===== src/rtl/core/rgbcm_pkg.sv =====
`timescale 1ns / 1ps

package rgbcm_pkg;

    // Mix weight: unsigned, 12 fraction bits, 4096 means one
    localparam int MIX_FRAC  = 12;
    localparam int MIX_WIDTH = 13;
    localparam int MIX_ONE   = 4096;

    localparam int REG_INDEX_WIDTH = 3;

    typedef enum logic [REG_INDEX_WIDTH-1:0] {
        REG_RED_ROW     = 3'd0,
        REG_GREEN_ROW   = 3'd1,
        REG_BLUE_ROW    = 3'd2,
        REG_CLAMP_BLACK = 3'd3,
        REG_CLAMP_WHITE = 3'd4,
        REG_MIX_WEIGHT  = 3'd5
    } reg_index_t;

    // Per-pixel control that travels alongside the lane pipelines
    typedef struct packed {
        logic valid;
        logic present;
    } ctl_t;

endpackage


===== src/rtl/core/rgbcm_lane.sv =====
`timescale 1ns / 1ps

module rgbcm_lane
    import rgbcm_pkg::*;
#(
    parameter int CW = 16,
    parameter int KW = 18
)
(
    input  logic                   clk,
    input  logic [3*KW-1:0]        row,
    input  logic                   clamp_black,
    input  logic                   clamp_white,
    input  logic [MIX_WIDTH-1:0]   mix_weight,
    input  logic signed [CW-1:0]   chan_r,
    input  logic signed [CW-1:0]   chan_g,
    input  logic signed [CW-1:0]   chan_b,
    input  logic signed [CW-1:0]   orig,
    output logic signed [CW-1:0]   result
);

    localparam int PW = CW + KW;
    localparam int SW = PW + 2;
    localparam int MW = CW + MIX_WIDTH + 1;
    localparam int FW = MW + 1;

    localparam logic [63:0] CH_MAX_U = (64'd1 << (CW - 1)) - 64'd1;
    localparam logic signed [SW-1:0] CH_MAX = SW'(CH_MAX_U);
    localparam logic signed [SW-1:0] CH_MIN = SW'(~CH_MAX_U);
    localparam logic signed [SW-1:0] MAT_RND = SW'(64'd1 << (KW - 5));
    localparam logic signed [CW-1:0] CH_ONE = CW'(64'd1 << (CW - 4));
    localparam logic signed [MIX_WIDTH:0] MIX_ONE_S = (MIX_WIDTH + 1)'(MIX_ONE);
    localparam logic signed [FW-1:0] MIX_RND = FW'(64'd1 << (MIX_FRAC - 1));

    logic signed [CW-1:0] rgb [3];

    // stage 1: products
    logic signed [PW-1:0] prod_next [3];
    logic signed [PW-1:0] prod_reg  [3];
    logic signed [CW-1:0] orig1_reg;

    // stage 2: matrix result after rounding, saturation and clamping
    logic signed [SW-1:0] sum;
    logic signed [SW-1:0] shifted;
    logic signed [CW-1:0] sat;
    logic signed [CW-1:0] mat_next;
    logic signed [CW-1:0] mat_reg;
    logic signed [CW-1:0] orig2_reg;

    // stage 3: blend products
    logic signed [MIX_WIDTH:0] wt;
    logic signed [MIX_WIDTH:0] wo;
    logic signed [MW-1:0]      pt_next;
    logic signed [MW-1:0]      po_next;
    logic                      full_next;
    logic signed [MW-1:0]      pt_reg;
    logic signed [MW-1:0]      po_reg;
    logic                      full_reg;
    logic signed [CW-1:0]      mat3_reg;

    logic signed [FW-1:0]      fsum;
    logic signed [FW-1:0]      fshift;

    assign rgb[0] = chan_r;
    assign rgb[1] = chan_g;
    assign rgb[2] = chan_b;

    always_comb
    begin
        for (int k = 0; k < 3; k++)
        begin
            prod_next[k] = PW'($signed(row[k*KW +: KW])) * PW'(rgb[k]);
        end
    end

    always_comb
    begin
        sum     = SW'(prod_reg[0]) + SW'(prod_reg[1]) + SW'(prod_reg[2]);
        shifted = (sum + MAT_RND) >>> (KW - 4);
        if (shifted > CH_MAX)
        begin
            sat = CW'(CH_MAX);
        end
        else if (shifted < CH_MIN)
        begin
            sat = CW'(CH_MIN);
        end
        else
        begin
            sat = CW'(shifted);
        end
        mat_next = sat;
        if (clamp_black && (mat_next < 0))
        begin
            mat_next = '0;
        end
        if (clamp_white && (mat_next > CH_ONE))
        begin
            mat_next = CH_ONE;
        end
    end

    always_comb
    begin
        full_next = (mix_weight >= MIX_WIDTH'(MIX_ONE));
        wt        = $signed({1'b0, mix_weight});
        wo        = MIX_ONE_S - wt;
        pt_next   = MW'(mat_reg) * MW'(wt);
        po_next   = MW'(orig2_reg) * MW'(wo);
    end

    always_ff @(posedge clk)
    begin
        for (int k = 0; k < 3; k++)
        begin
            prod_reg[k] <= prod_next[k];
        end
        orig1_reg <= orig;
        mat_reg   <= mat_next;
        orig2_reg <= orig1_reg;
        pt_reg    <= pt_next;
        po_reg    <= po_next;
        full_reg  <= full_next;
        mat3_reg  <= mat_reg;
    end

    // round the blend to nearest, ties upward; it always lands in range
    assign fsum   = FW'(pt_reg) + FW'(po_reg) + MIX_RND;
    assign fshift = fsum >>> MIX_FRAC;
    assign result = full_reg ? mat3_reg : CW'(fshift);

endmodule


===== config.mk =====
export PLATFORM = sky130hd
export DESIGN_NAME = rgbcm_lane
export DESIGN_NICKNAME = d
export VERILOG_FILES = /design/src/rtl/core/rgbcm_pkg.sv /design/src/rtl/core/rgbcm_lane.sv
export SDC_FILE = /design/constraint.sdc
export NUM_CORES = 2
export LEC_CHECK = 0
export BUFFER_PORTS_ARGS = -buffer_cell sky130_fd_sc_hd__buf_4
export CAP_MARGIN = 20
export CORE_MARGIN = 2
export CORE_UTILIZATION = 40
export CTS_CLUSTER_DIAMETER = 150
export DETAILED_ROUTE_END_ITERATION = 8
export PLACE_DENSITY = 0.54
export SLEW_MARGIN = 20
export SYNTH_ARGS = -nofsm -noshare
export SYNTH_HDL_FRONTEND = slang
export SYNTH_SLANG_ARGS = --single-unit

===== constraint.sdc =====
create_clock -name clk -period 24.8 [get_ports clk]
set_input_delay 3.72 -clock clk [delete_from_list [all_inputs] [get_ports clk]]
set_output_delay 3.72 -clock clk [all_outputs]
set_load 0.02 [all_outputs]

==> results.txt <==
----------------------------------------------------
[CTS]
  Number of buffers created by CTS ... 29
  Hold buffer count at CTS ... 0
  Clock tree from TritonCTS ... built
  Later-pin clock latency in the skew report ... 610 ps
  Postcts setup bufs ... 0
  Clock transition at the register clock pins on the worst setup and hold paths after CTS ... approximately 60 ps
  Clock H-tree levels ... 1
  CTS Root Buffer Type ... sky130_fd_sc_hd__clkbuf_16
  Total of cells resized after clock tree synthesis ... 0
  Total number of clock tree sinks ... 223
  CTS Buffer Depth ... 3

[Setup path]
  Worst r2r dst ... pt_reg[27]$_DFF_P_
  Worst setup path startpoint ... mix_weight[2]
  Critical Path AT ... 10770 ps
  Setup slack of the worst register-to-register path ... 17520 ps
  Startpoint Class ... input pin
  Crit path to ... po_reg[26]$_DFF_P_
  Critical path type ... in -> reg
  Critical path required time ... 25290 ps
  Most frequent cell on the critical path ... sky130_fd_sc_hd__fa_1
  Crit-path leading delay family ... adder cells
  Slowest cell on the critical path ... sky130_fd_sc_hd__xor2_2
  Total stage count of the critical path ... 24
  Critical path buffer and inverter count ... 4
  Critical Path Max Stage Delay ... slightly below 800 ps
  Cells on worst reg2reg path ... 24
  Worst-path cell chain ... buf_4 > nor4_1 > nand2b_1 > xor2_2 > nand2_1 > fa_1 > fa_1 > inv_1 > fa_1 > fa_1 > inv_1 > fa_1 > fa_1 > inv_1 > ha_1 > nand3_1 > nand2_1 > a41o_1 > o211ai_2 > o21ai_2 > o41a_1 > a41o_1 > o41a_1 > xor2_1
  Category of the worst setup path capture point ... flip-flop
  Worst r2r src ... mat_reg[6]$_SDFF_PP0_
  Max FO, Critical Path ... 20

[Worst hold path]
  Path class of the lowest-slack min-delay path ... reg -> reg
  Number of cells on the worst hold path ... 0

[STA]
  PnR worst setup slack ... 14530 ps
  Final setup skew ... between 15 and 20 ps
  Aggregate negative setup slack ... 0 ps
  Minimum period implied by the final worst setup slack ... 10270 ps
  Final period util ... 41.4%
  Slew at the pin closest to its max-slew limit ... 979 ps
  Normalized max-slew margin ... about a third
  Final setup vio count ... 0
  Final Max Tran Viols ... 0
  Max Clk Rate ... 97.3 MHz
  RSZ-0062 raised after global routing ... no
  Final Hold Fails ... 0

[Routing]
  Drt drc ... 0
  Average wire per cell in the routed design ... 17.0 µm
  Number of nets with antenna violations after routing ... 0
  Routed length on met3 ... 5190 µm
  Highest metal used ... met4
  Via count ... 39000
  Overall routed net length ... 137000 µm
  Met2 WL post-DR ... 68800 µm
  M1 WL ... 61000 µm
  Detailed-routing iteration count for the pre-antenna-repair pass ... 5
  Iter 0 DRT Violations ... 1711
  Via density per instance ... 4.84

[Placed design]
  Buffers added on ports ... 149
  Worst slack at placement ... around 14000 ps
  Estimated wirelength of the detail-placed design ... 114000 µm
  Placed cells ... between 8000 and 9000
  RePlAce Congestion ... 0.845

[GRT]
  First-pass GRT wire length ... 230000 µm
  Total grt overflow ... 0
  Initial antenna violation count ... 4
  Maximum number of pins on one net before global-route repair ... 37
  Overall Global Routing Usage ... 19.6%
  Number of global-route vias before repair ... about 43000

[Logic synthesis]
  Largest area contributor in the synthesized netlist ... sky130_fd_sc_hd__fa_1
  Leading post-synthesis cells by cell area ... sky130_fd_sc_hd__fa_1 46%, sky130_fd_sc_hd__ha_1 11%, sky130_fd_sc_hd__inv_1 10%
  Ys flop type ... sky130_fd_sc_hd__dfxtp_1
  Post-synth EDFFs ... 0
  Number of instances in the synthesized netlist ... 6160
  Share of flip-flops with an asynchronous set or reset after synthesis ... 0%
  Top-area cell type share of the netlist area ... 45.8%
  Count of state elements after synthesis ... 223
  Cell area after synthesis ... 56900 µm²
  Distinct cell type count of the synthesized netlist ... 79
  Proportion of synthesized chip area in sequential cells ... 7.85%
  Syn. warnings ... 0
  Net count of the mapped netlist ... approximately 8100
  Post-Synthesis Mean Instance Area ... 9.23 µm²

[Cells and area]
  Number of flip-flops under the largest register name ... a little over 100
  Most common cell after layout, fill and taps aside ... sky130_fd_sc_hd__inv_1
  Layout overhead on the synthesized area ... 6.83%
  Number of nets in the final layout ... just over 8000
  Share of post-route cells with drive strength above 1 ... 4.20%
  Final cell count without fillers ... between 8000 and 9000
  Top library cells by usage in the layout, fill and taps aside ... 1540 x sky130_fd_sc_hd__inv_1, 1302 x sky130_fd_sc_hd__fa_1, 751 x sky130_fd_sc_hd__nand2_1

[Die]
  Die area ... 145000 µm²
  Number of core rows ... approximately 140
  Vertical die dimension ... around 380 µm
  Overall die width ... ~380 µm
  Starting Density ... 40.2%
  Num ports ... 150
  Area of the placeable core ... 141000 µm²

[Status]
  Outcome ... complete, no violations

[Job]
  # Max-Cap Violations ... 0

----------------------------------------------------
[worst register-to-register path, cell delays in order (launching register included)]
cell and delay (ps):
sky130_fd_sc_hd__dfxtp_1 890, sky130_fd_sc_hd__nand2_1 190, sky130_fd_sc_hd__fa_1 560, sky130_fd_sc_hd__inv_1 50
sky130_fd_sc_hd__fa_1 470, sky130_fd_sc_hd__inv_1 50, sky130_fd_sc_hd__fa_1 490, sky130_fd_sc_hd__inv_1 40
sky130_fd_sc_hd__ha_1 260, sky130_fd_sc_hd__inv_1 50, sky130_fd_sc_hd__fa_1 470, sky130_fd_sc_hd__inv_1 50
sky130_fd_sc_hd__fa_1 430, sky130_fd_sc_hd__ha_1 210, sky130_fd_sc_hd__nor3_1 200, sky130_fd_sc_hd__inv_1 70
sky130_fd_sc_hd__a311oi_1 310, sky130_fd_sc_hd__o31ai_1 160, sky130_fd_sc_hd__o41a_1 390, sky130_fd_sc_hd__a41o_1 360
sky130_fd_sc_hd__o211ai_1 320, sky130_fd_sc_hd__a21oi_1 190, sky130_fd_sc_hd__or2_1 290, sky130_fd_sc_hd__a211o_1 280
sky130_fd_sc_hd__xnor2_1 380
[metrics by stage]
step / utilization [%] / hold WS, ps / area [µm²]
2_1_floorplan: - / 310 / 56900
3_3_place_gp: 42.2 / 312 / 59700
3_5_place_dp: 42.2 / 312 / 59700
4_1_cts: 43.0 / 330 / 60700
5_1_grt: 43.0 / 335 / 60700
6_report: 43.0 / 327 / 60700
[metal layers]
metal	GRT usage, %	up-vias
li1	-	18200
met1	26.8	20100
met2	34.7	667
met3	1.58	131
met4	3.05	0
met5	0	-
[final cells by class]
type	instances	area, µm²
inverters	1541	5780
fillers	14000	80700
clock buffers	35	798
clock inverters	19	250
diodes	3	7.51
repair buffers	160	1200
multi-input cells	4187	45900
flip-flops and latches	223	4460
well taps	1890	2360
[kinds of logic after synthesis]
| logic type | count (synthesis) | synth area share [%] |
|---|---|---|
| simple gates | 1687 | 14.6 |
| mux | 2 | 0.0352 |
| fa+ha+maj | 1815 | 57.1 |
| buf+inv | 1750 | 11.6 |
| compound gates | 469 | 5.51 |
| flops | 223 | 7.85 |
| xor+xnor | 214 | 3.30 |
[how the worst min path moves through the flow]
stage / startpoint / endpoint
after floorplan: orig1_reg[0]$_DFF_P_ / orig2_reg[0]$_DFF_P_
after global placement: orig1_reg[15]$_DFF_P_ / orig2_reg[15]$_DFF_P_
after detailed placement: orig1_reg[5]$_DFF_P_ / orig2_reg[5]$_DFF_P_
after CTS: orig1_reg[12]$_DFF_P_ / orig2_reg[12]$_DFF_P_
after global routing: orig1_reg[15]$_DFF_P_ / orig2_reg[15]$_DFF_P_
final: orig1_reg[1]$_DFF_P_ / orig2_reg[1]$_DFF_P_
[Yosys cell counts (all sizes together) (6+ instances only)]
| cell type | n |
|---|---|
| inv | 1540 |
| fa | 1302 |
| nand2 | 751 |
| and2 | 540 |
| ha | 513 |
| dfxtp | 223 |
| clkbuf | 203 |
| xnor2 | 162 |
| nor2 | 131 |
| a21oi | 119 |
| o21ai | 88 |
| nand2b | 71 |
| a21o | 61 |
| xor2 | 52 |
| nor3 | 46 |
| o21a | 40 |
| nand3 | 36 |
| a211oi | 30 |
| nor2b | 30 |
| and3 | 25 |
| a31oi | 24 |
| o31ai | 13 |
| or2 | 13 |
| o211ai | 12 |
| or3 | 12 |
| nand4 | 11 |
| a21boi | 8 |
| o21bai | 8 |
| a31o | 7 |
| buf | 6 |
| nor4 | 6 |
Power is left out: the tool's default activity adds up to more than one toggle a clock period on the data nets, which glitch-free logic cannot reach.
