[src/rtl/core/rgbcm_pkg.sv]
`timescale 1ns / 1ps

package rgbcm_pkg;

    // Mix weight: unsigned, 12 fraction bits, 4096 means one
    localparam int MIX_FRAC  = 12;
    localparam int MIX_WIDTH = 13;
    localparam int MIX_ONE   = 4096;

    localparam int REG_INDEX_WIDTH = 3;

    typedef enum logic [REG_INDEX_WIDTH-1:0] {
        REG_RED_ROW     = 3'd0,
        REG_GREEN_ROW   = 3'd1,
        REG_BLUE_ROW    = 3'd2,
        REG_CLAMP_BLACK = 3'd3,
        REG_CLAMP_WHITE = 3'd4,
        REG_MIX_WEIGHT  = 3'd5
    } reg_index_t;

    // Per-pixel control that travels alongside the lane pipelines
    typedef struct packed {
        logic valid;
        logic present;
    } ctl_t;

endpackage

[src/rtl/core/rgbcm_merge.sv]
`timescale 1ns / 1ps

module rgbcm_merge
    import rgbcm_pkg::*;
#(
    parameter int CW = 16
)
(
    input  logic                 clk,
    input  logic                 rst_n,
    input  ctl_t                 ctl,
    input  logic signed [CW-1:0] lane_red,
    input  logic signed [CW-1:0] lane_green,
    input  logic signed [CW-1:0] lane_blue,
    input  logic signed [CW-1:0] alpha,
    output logic                 done,
    output logic signed [CW-1:0] out_red,
    output logic signed [CW-1:0] out_green,
    output logic signed [CW-1:0] out_blue,
    output logic signed [CW-1:0] out_alpha
);

    logic                 done_reg;
    logic signed [CW-1:0] red_reg;
    logic signed [CW-1:0] green_reg;
    logic signed [CW-1:0] blue_reg;
    logic signed [CW-1:0] alpha_reg;

    always_ff @(posedge clk or negedge rst_n)
    begin
        if (!rst_n)
        begin
            done_reg <= 1'b0;
        end
        else
        begin
            done_reg <= ctl.valid;
        end
    end

    // drop everything to zero for a pixel outside the source
    always_ff @(posedge clk)
    begin
        red_reg   <= ctl.present ? lane_red   : '0;
        green_reg <= ctl.present ? lane_green : '0;
        blue_reg  <= ctl.present ? lane_blue  : '0;
        alpha_reg <= ctl.present ? alpha      : '0;
    end

    assign done      = done_reg;
    assign out_red   = red_reg;
    assign out_green = green_reg;
    assign out_blue  = blue_reg;
    assign out_alpha = alpha_reg;

endmodule

[config.mk]
export PLATFORM = sky130hd
export DESIGN_NAME = rgbcm_merge
export DESIGN_NICKNAME = d
export VERILOG_FILES = /design/src/rtl/core/rgbcm_pkg.sv /design/src/rtl/core/rgbcm_merge.sv
export SDC_FILE = /design/constraint.sdc
export NUM_CORES = 1
export LEC_CHECK = 0
export BUFFER_PORTS_ARGS = -buffer_cell sky130_fd_sc_hd__buf_2
export CAP_MARGIN = 20
export CELL_PAD_IN_SITES_DETAIL_PLACEMENT = 1
export CELL_PAD_IN_SITES_GLOBAL_PLACEMENT = 1
export CORE_UTILIZATION = 24
export DETAILED_ROUTE_END_ITERATION = 7
export GPL_ROUTABILITY_DRIVEN = 0
export HOLD_SLACK_MARGIN = 0.03
export PLACE_DENSITY_LB_ADDON = 0.1
export SLEW_MARGIN = 5
export SYNTH_ARGS = -nofsm -noshare
export SYNTH_HDL_FRONTEND = slang
export SYNTH_SLANG_ARGS = --single-unit
[constraint.sdc]
create_clock -name clk -period 0.8 [get_ports clk]
set_input_delay 0.08 -clock clk [delete_from_list [all_inputs] [get_ports clk]]
set_output_delay 0.08 -clock clk [all_outputs]
set_load 0.01 [all_outputs]
==> results of run 1 <==
## routing by layer
layer  track usage  vias to the layer above  routed length [µm]  part of all wire
met3        0.0452                       10                 459             0.086
met2         0.231                       89                2840              0.53
met4        0.0808                        0                  78             0.015
met1         0.136                      776                1940              0.36
met5             0                        -                   0                 0
li1              -                      820                   -                 -
## power breakdown
| part | switching [mW] | internal (mW) | total (mW) | leakage [nW] |
|---|---|---|---|---|
| registers | 0.0586 | 3.43 | 3.49 | 0.553 |
| clock network | 1.20 | 1.61 | 2.82 | 0.103 |
| logic | 0.316 | 0.659 | 0.975 | 1.13 |
## layout by cell type, fill, tap and decap left out, drive strengths merged
cell / netlist / layout
clkinv: 0 / 2
dlygate4sd3: 0 / 67
clkbuf: 6 / 12
clkinvlp: 0 / 1
bufinv: 0 / 1
dfrtp: 1 / 1
and2: 64 / 64
dfxtp: 64 / 64
buf: 0 / 134
## stage by stage
step                instance area [µm²]  worst slack (ns)  std cells  TNS, ns  utilization
global route                       3710            -0.136        445    -4.84        0.509
CTS                                3540            -0.126        445    -3.85        0.486
detailed placement                 2610             0.113        362        0        0.358
floorplan                          1820             0.325        135        0            -
global placement                   2610             0.121        362        0        0.358
finish                             3710            -0.109        445    -2.13        0.509
## path summary, 6_finish.rpt
| check | to | slack, ns | cells after the start | start |
|---|---|---|---|---|
| max in group asynchronous | done$_DFF_PN0_ | 0.08 | 3 | rst_n |
| min in group asynchronous | done$_DFF_PN0_ | 0.62 | 3 | rst_n |
| hold / removal | out_red[7]$_SDFF_PN0_ | 0.22 | 3 | ctl[0] |
| setup / recovery | done | -0.11 | 1 | done$_DFF_PN0_ |
## cell type report
type | count | area, µm² | area share
Timing Repair Buffer | 201 | 1560 | 0.420
Clock inverter | 4 | 51.3 | 0.0138
Multi-Input combinational cell | 64 | 480 | 0.129
Tap cell | 99 | 124 | 0.0334
Clock buffer | 12 | 155 | 0.0418
Sequential cell | 65 | 1340 | 0.362
## timing repair
item                                   4_1_cts  5_1_grt
buffers inserted                             0        0
endpoints found under the hold margin       66        0
resized for setup                           14       46
hold buffers                                67        0
setup endpoints to repair                   65       65
## cells by family (layout without fill, tap and decap cells)
logic type / Yosys count / in the layout / share of synthesized area
flops: 65 / 65 / 0.719
simple gates: 64 / 64 / 0.264
buf+inv: 6 / 217 / 0.0165
==> flow_summary.json, run 1 <==
{
  "outcome": "finished, violations left",
  "violations": "setup timing",
  "grt_max_degree": 35,
  "cts_buffers": 9,
  "cap_violations": 0,
  "dr.pass1.iters": 2,
  "synth_top_cell_area_share": 0.705,
  "core_mm2": 0.00729,
  "gr-total-overflow": 0,
  "via_per_inst": 3.81,
  "finalHoldViolCount": 0,
  "worstHoldPathType": "input pin to flip-flop",
  "maxSlewViolCount": 0,
  "synth_area_mm2": 0.00182,
  "clock-sinks": 65,
  "power_density_mw_per_mm2": 1960,
  "yosysUniqueCellTypes": 4,
  "wl_per_cell_um": 11.9,
  "initial_core_util": 0.249,
  "grt_use_total": 0.132,
  "worstPathRequired_ns": 0.72,
  "synth_top_area_cell": "dfxtp_1",
  "syn_nets": 203,
  "start_kind": "flip-flop",
  "rsz0062_at_grt": "yes",
  "cts_buffer_depth": 2,
  "totalPowerFinal_mw": 7.28,
  "wl_um": 5320,
  "cp_max_fo": 1,
  "whs_ns": 0.223,
  "yosys_warnings": 0,
  "antenna_found_initial": 0,
  "syn_inst": 135,
  "max_freq_mhz": 1100,
  "syn_avg_cell_area_um2": 13.5,
  "synthTopCellsByArea": "dfxtp_1 71%, and2_2 26%, clkbuf_2 1.7%, dfrtp_1 1.4%",
  "first_iter_violations": 16,
  "die-area_mm2": 0.00792,
  "max_slew.worst_pin.slew_ns": 0.111,
  "max_stage_delay_ns": 0.36,
  "grt_first_pass_wirelength_um": 7650,
  "clockRootBuffer": "clkbuf_8",
  "critPathTopFamily": "flip-flops",
  "antenna_cells": 0,
  "crit_arrival_ns": 0.83,
  "power_leakage_nw": 1.78,
  "synth_top_cells_by_count": "64 x and2_2, 64 x dfxtp_1, 6 x clkbuf_2",
  "worstPathCellList": "buf_2",
  "setup_viol": 65,
  "relSlewSlack": 0.926,
  "vias": 1695,
  "rows": 31,
  "cpMaxStageDelayCell": "dfrtp_1",
  "peakVddDrop_uv": 687,
  "setup_ws_ns": -0.109,
  "synth_edf_count": 0,
  "synth-seq-area-share": 0.719,
  "finalNetCount": 409,
  "ys.flop_type": "dfxtp_1",
  "worst-path-buf-inv": 1,
  "grt_pass1_vias": 1776,
  "num_io_pins": 133,
  "die_h_um": 89.0,
  "drive_gt1_frac": 0.702,
  "synth_seq_cells": 65,
  "cts_tree": "built",
  "fill_cells": 830,
  "drc": 0,
  "area_growth_pct": 104,
  "h-tree-depth": 3,
  "die_x_um": 89.0,
  "fin_crit_sh": 1.14,
  "ant_nets": 0,
  "cts.reportedPaths.clkPinSlew_ns": 0.07,
  "io_buffers": 132,
  "final.min_clock_period_ns": 0.909,
  "cp-end-kind": "primary output",
  "post-dp-hpwl_um": 3130,
  "crit_type": "flip-flop to primary output",
  "synth_async_sr_flop_share": 0.0154
}
Power figures use the tool's default switching activity.
==> inputs of run 2 (changes only) <==
--- a/config.mk
+++ b/config.mk
@@ -13,7 +13,9 @@
 export DETAILED_ROUTE_END_ITERATION = 7
 export GPL_ROUTABILITY_DRIVEN = 0
 export HOLD_SLACK_MARGIN = 0.03
+export MAX_ROUTING_LAYER = met4
 export PLACE_DENSITY_LB_ADDON = 0.1
+export REMOVE_ABC_BUFFERS = 1
 export SLEW_MARGIN = 5
 export SYNTH_ARGS = -nofsm -noshare
 export SYNTH_HDL_FRONTEND = slang
==> flow_summary.json, run 2 (same netlist as run 1, synthesis figures left out) <==
{
  "outcome": "finished, violations left",
  "violations": "setup timing",
  "start_kind": "flip-flop",
  "io_buffers": 132,
  "die_x_um": 89.0,
  "worstHoldPathType": "input pin to flip-flop",
  "setup-tns-final_ns": -2.38,
  "peakVddDrop_uv": 971,
  "power_switching_mw": 1.57,
  "cap_violations": 0,
  "cts.reportedPaths.clkPinSlew_ns": 0.07,
  "fill_cells": 826,
  "rsz0062_at_grt": "yes",
  "critPathTopFamily": "flip-flops",
  "grt_pass1_vias": 1621,
  "cts_tree": "built",
  "max_slew.worst_pin.slew_ns": 0.219,
  "die_h_um": 89.0,
  "relSlewSlack": 0.854,
  "initial_core_util": 0.249,
  "area_growth_pct": 104,
  "cpMaxStageDelayCell": "dfrtp_1",
  "ant_nets": 0,
  "maxSlewViolCount": 0,
  "drc": 0,
  "worstPathRequired_ns": 0.72,
  "core_mm2": 0.00729,
  "grt_first_pass_wirelength_um": 7340,
  "cp_max_fo": 1,
  "max_stage_delay_ns": 0.38,
  "pre_cts_ws_ns": 0.0822,
  "busiest_layer": "met2",
  "whs_ns": 0.254,
  "setup_viol": 65,
  "gr-total-overflow": 0,
  "clock_power_share": 0.409,
  "num_io_pins": 133,
  "max_freq_mhz": 1110,
  "postCtsSetupBuffers": 0,
  "final.min_clock_period_ns": 0.900,
  "most-common-layout-cells": "104 x buf_2, 67 x dlygate4sd3_1, 64 x and2_2, 37 x dfxtp_1, 28 x buf_6",
  "setup_ws_ns": -0.100,
  "worst-path-buf-inv": 1,
  "totalPowerFinal_mw": 7.51,
  "drive_gt1_frac": 0.693,
  "vias": 1638,
  "min_to": "out_red[12]$_SDFF_PN0_",
  "cp-startpoint": "done$_DFF_PN0_",
  "final_util": 0.507,
  "power.share.sequential": 0.463,
  "finalHoldViolCount": 0,
  "cts_buffers": 9,
  "final_cell_area_mm2": 0.00370,
  "dp_cells": 361,
  "layout_commonest_cell": "buf_2",
  "crit_type": "flip-flop to primary output",
  "grt_max_degree": 65,
  "first_iter_violations": 16,
  "fin_crit_sh": 1.13,
  "finalNetCount": 408,
  "worstPathCellList": "buf_6",
  "antenna_cells": 0,
  "grt_use_total": 0.132,
  "wl_um": 5480,
  "post-dp-hpwl_um": 2980,
  "internal_power_mw": 5.94,
  "grt_util_met1": 0.130,
  "cts_buffer_depth": 2,
  "switching_share": 0.210,
  "power_leakage_nw": 1.78,
  "use_met2": 0.231,
  "place_area_mm2": 0.00259,
  "via_per_inst": 3.69,
  "combPwrFrac": 0.128,
  "cp-end-kind": "primary output",
  "antenna_found_initial": 0,
  "clockRootBuffer": "clkbuf_8",
  "clock-sinks": 65,
  "h-tree-depth": 3,
  "min_from": "ctl[0]",
  "min_path_cells": 3,
  "rows": 31,
  "crit_arrival_ns": 0.82,
  "layout.cells.non_filler": 444,
  "wl_per_cell_um": 12.3,
  "dr.pass1.iters": 4,
  "use_met3": 0.0369,
  "power_density_mw_per_mm2": 2030,
  "die-area_mm2": 0.00792
}
run 2: changes by cell type in the layout (fill, tap and decap cells not counted), sizes merged:
cell	delta
clkinv	-2
buf	-1
clkbuf	+3
clkinvlp	-1
run 2: layer usage:
| layer | wire, µm | vias to the layer above |
|---|---|---|
| met2 | 3130 | 66 |
| met3 | 367 | 9 |
| li1 | - | 814 |
| met1 | 1880 | 749 |
| met5 | 0 | - |
| met4 | 99 | 0 |
run 2: cell type report:
cell class                 instances  area [µm²]  area share
sequential                        65        1340       0.362
clock inverter                     1        30.0     0.00812
multi-input combinational         64         480       0.130
timing repair buffer             200        1530       0.413
tap                               99         124      0.0335
clock buffer                      15         196      0.0531
run 2: worst max path at each step:
stage	endpoint	slack (ns)	depth (start not counted)
finish	done	-0.10	1
floorplan	done	0.34	0
global route	done	-0.14	1
CTS	done	-0.12	1
detailed placement	out_blue[14]$_SDFF_PN0_	0.08	3
global placement	out_blue[14]$_SDFF_PN0_	0.09	3
run 2: power groups by stage:
stage	clock, mW	combinational (mW)	sequential, mW
floorplan	0	0.136	3.62
global placement	0	0.608	3.52
detailed placement	0	0.615	3.52
CTS	3.19	0.881	3.45
global route	3.33	1.05	3.49
finish	3.07	0.959	3.48
run 2: what timing repair did:
item                                   4_1_cts  5_1_grt
gates resized for setup                      6       50
endpoints found under the hold margin       66        0
setup endpoints to repair                   65       65
hold buffers                                67        0
==> inputs of run 3 (changes only) <==
--- a/config.mk
+++ b/config.mk
@@ -16,6 +16,7 @@
 export MAX_ROUTING_LAYER = met4
 export PLACE_DENSITY_LB_ADDON = 0.1
 export REMOVE_ABC_BUFFERS = 1
+export SKIP_CTS_REPAIR_TIMING = 1
 export SLEW_MARGIN = 5
 export SYNTH_ARGS = -nofsm -noshare
 export SYNTH_HDL_FRONTEND = slang
==> flow_summary.json, run 3 (same netlist as run 1, synthesis figures left out) <==
{
  "fin_crit_sh": 1.14,
  "place_area_mm2": 0.00259,
  "drive_gt1_frac": 0.695,
  "layout_commonest_cell": "buf_2",
  "cts_buffer_depth": 2,
  "via_per_inst": 3.71,
  "die-area_mm2": 0.00792,
  "finalHoldViolCount": 0,
  "cts_tree": "built",
  "crit_type": "flip-flop to primary output",
  "drc": 0,
  "top_layer": "met4",
  "switching_share": 0.207,
  "clock_power_share": 0.408,
  "cp_max_fo": 1,
  "grt_first_pass_wirelength_um": 5880,
  "max_slew.worst_pin.slew_ns": 0.209,
  "setup_ws_ns": -0.114,
  "clock-sinks": 65,
  "h-tree-depth": 3,
  "worst-path-buf-inv": 1,
  "initial_core_util": 0.249,
  "wl_met1_um": 1860,
  "antenna_cells": 0,
  "outcome": "finished, violations left",
  "fill_cells": 846,
  "internal_power_mw": 5.93,
  "cpMaxStageDelayCell": "dfrtp_1",
  "worstHoldPathType": "input pin to asynchronous set/reset pin",
  "critPathTopFamily": "flip-flops",
  "peakVddDrop_uv": 952,
  "antenna_found_initial": 0,
  "worstPathRequired_ns": 0.72,
  "first_iter_violations": 29,
  "final_cell_area_mm2": 0.00369,
  "power_leakage_nw": 1.78,
  "whs_ns": 0.0817,
  "die_h_um": 89.0,
  "cts.reportedPaths.clkPinSlew_ns": 0.06,
  "crit_arrival_ns": 0.83,
  "clockRootBuffer": "clkbuf_8",
  "wl_um": 5380,
  "grt_pass1_vias": 1218,
  "cp.depth": 1,
  "cp-startpoint": "done$_DFF_PN0_",
  "max_stage_delay_ns": 0.38,
  "cts_buffers": 9,
  "rows": 31,
  "combPwrFrac": 0.127,
  "core_mm2": 0.00729,
  "max_freq_mhz": 1090,
  "grt_max_degree": 65,
  "num_io_pins": 133,
  "endpoint": "done",
  "power_density_mw_per_mm2": 2030,
  "dr.pass1.iters": 4,
  "most-common-layout-cells": "104 x buf_2, 66 x dlygate4sd3_1, 64 x and2_2, 37 x dfxtp_1, 28 x buf_6",
  "finalNetCount": 407,
  "cp-end-kind": "primary output",
  "wl_per_cell_um": 12.2,
  "met2_wirelength_um": 3000,
  "io_buffers": 132,
  "maxSlewViolCount": 0,
  "area_growth_pct": 103,
  "power_switching_mw": 1.55,
  "violations": "setup timing",
  "gr-total-overflow": 0,
  "ant_nets": 0,
  "worstPathCellList": "buf_6",
  "die_x_um": 89.0,
  "setup_viol": 65,
  "relSlewSlack": 0.861,
  "post-dp-hpwl_um": 2980,
  "cap_violations": 0,
  "vias": 1644,
  "final_util": 0.506,
  "met3_length_um": 383,
  "start_kind": "flip-flop",
  "rsz0062_at_grt": "yes",
  "final.min_clock_period_ns": 0.914,
  "grt_use_total": 0.107,
  "power.share.sequential": 0.465
}
==> run 3: cell count changes in the layout (fill, tap and decap cells not counted) <==
cell and change:
dlygate4sd3_1 -1
==> run 3: per-layer routing <==
| metal | global-route usage | vias up |
|---|---|---|
| met5 | - | - |
| met4 | 0.0779 | 0 |
| met3 | 0.0388 | 13 |
| met2 | 0.159 | 73 |
| met1 | 0.118 | 747 |
| li1 | - | 811 |
==> run 3: layout make-up <==
class	instances	area (µm²)	share of cell area
clock inverter	1	30.0	0.00814
sequential	65	1340	0.363
multi-input combinational	64	480	0.130
tap	99	124	0.0336
clock buffer	15	196	0.0533
timing repair buffer	199	1520	0.411
==> run 3: power by group through the flow <==
stage	Combinational, mW	Clock, mW	Sequential (mW)
2_1_floorplan	0.136	0	3.62
3_3_place_gp	0.608	0	3.52
3_5_place_dp	0.615	0	3.52
4_1_cts	0.616	3.19	3.45
5_1_grt	1.04	3.33	3.50
6_report	0.949	3.05	3.48
==> run 3: metrics by stage <==
stage,TNS [ns],cells,setup WS (ns),total power [mW]
2_1_floorplan,0,129,0.344,3.76
3_3_place_gp,0,361,0.0909,4.12
3_5_place_dp,0,361,0.0822,4.14
5_1_grt,-5.07,443,-0.167,7.86
4_1_cts,-4.28,377,-0.117,7.25
6_report,-2.38,443,-0.114,7.48
==> run 3: how the worst min path moves through the flow <==
stage / start / to / slack [ns] / cells past startpoint
after floorplan: rst_n / done$_DFF_PN0_ / -0.22 / 0
after global placement: rst_n / done$_DFF_PN0_ / -0.15 / 1
after detailed placement: rst_n / done$_DFF_PN0_ / -0.14 / 1
after CTS: rst_n / done$_DFF_PN0_ / -0.51 / 1
after global routing: rst_n / done$_DFF_PN0_ / 0.07 / 2
final: rst_n / done$_DFF_PN0_ / 0.08 / 2
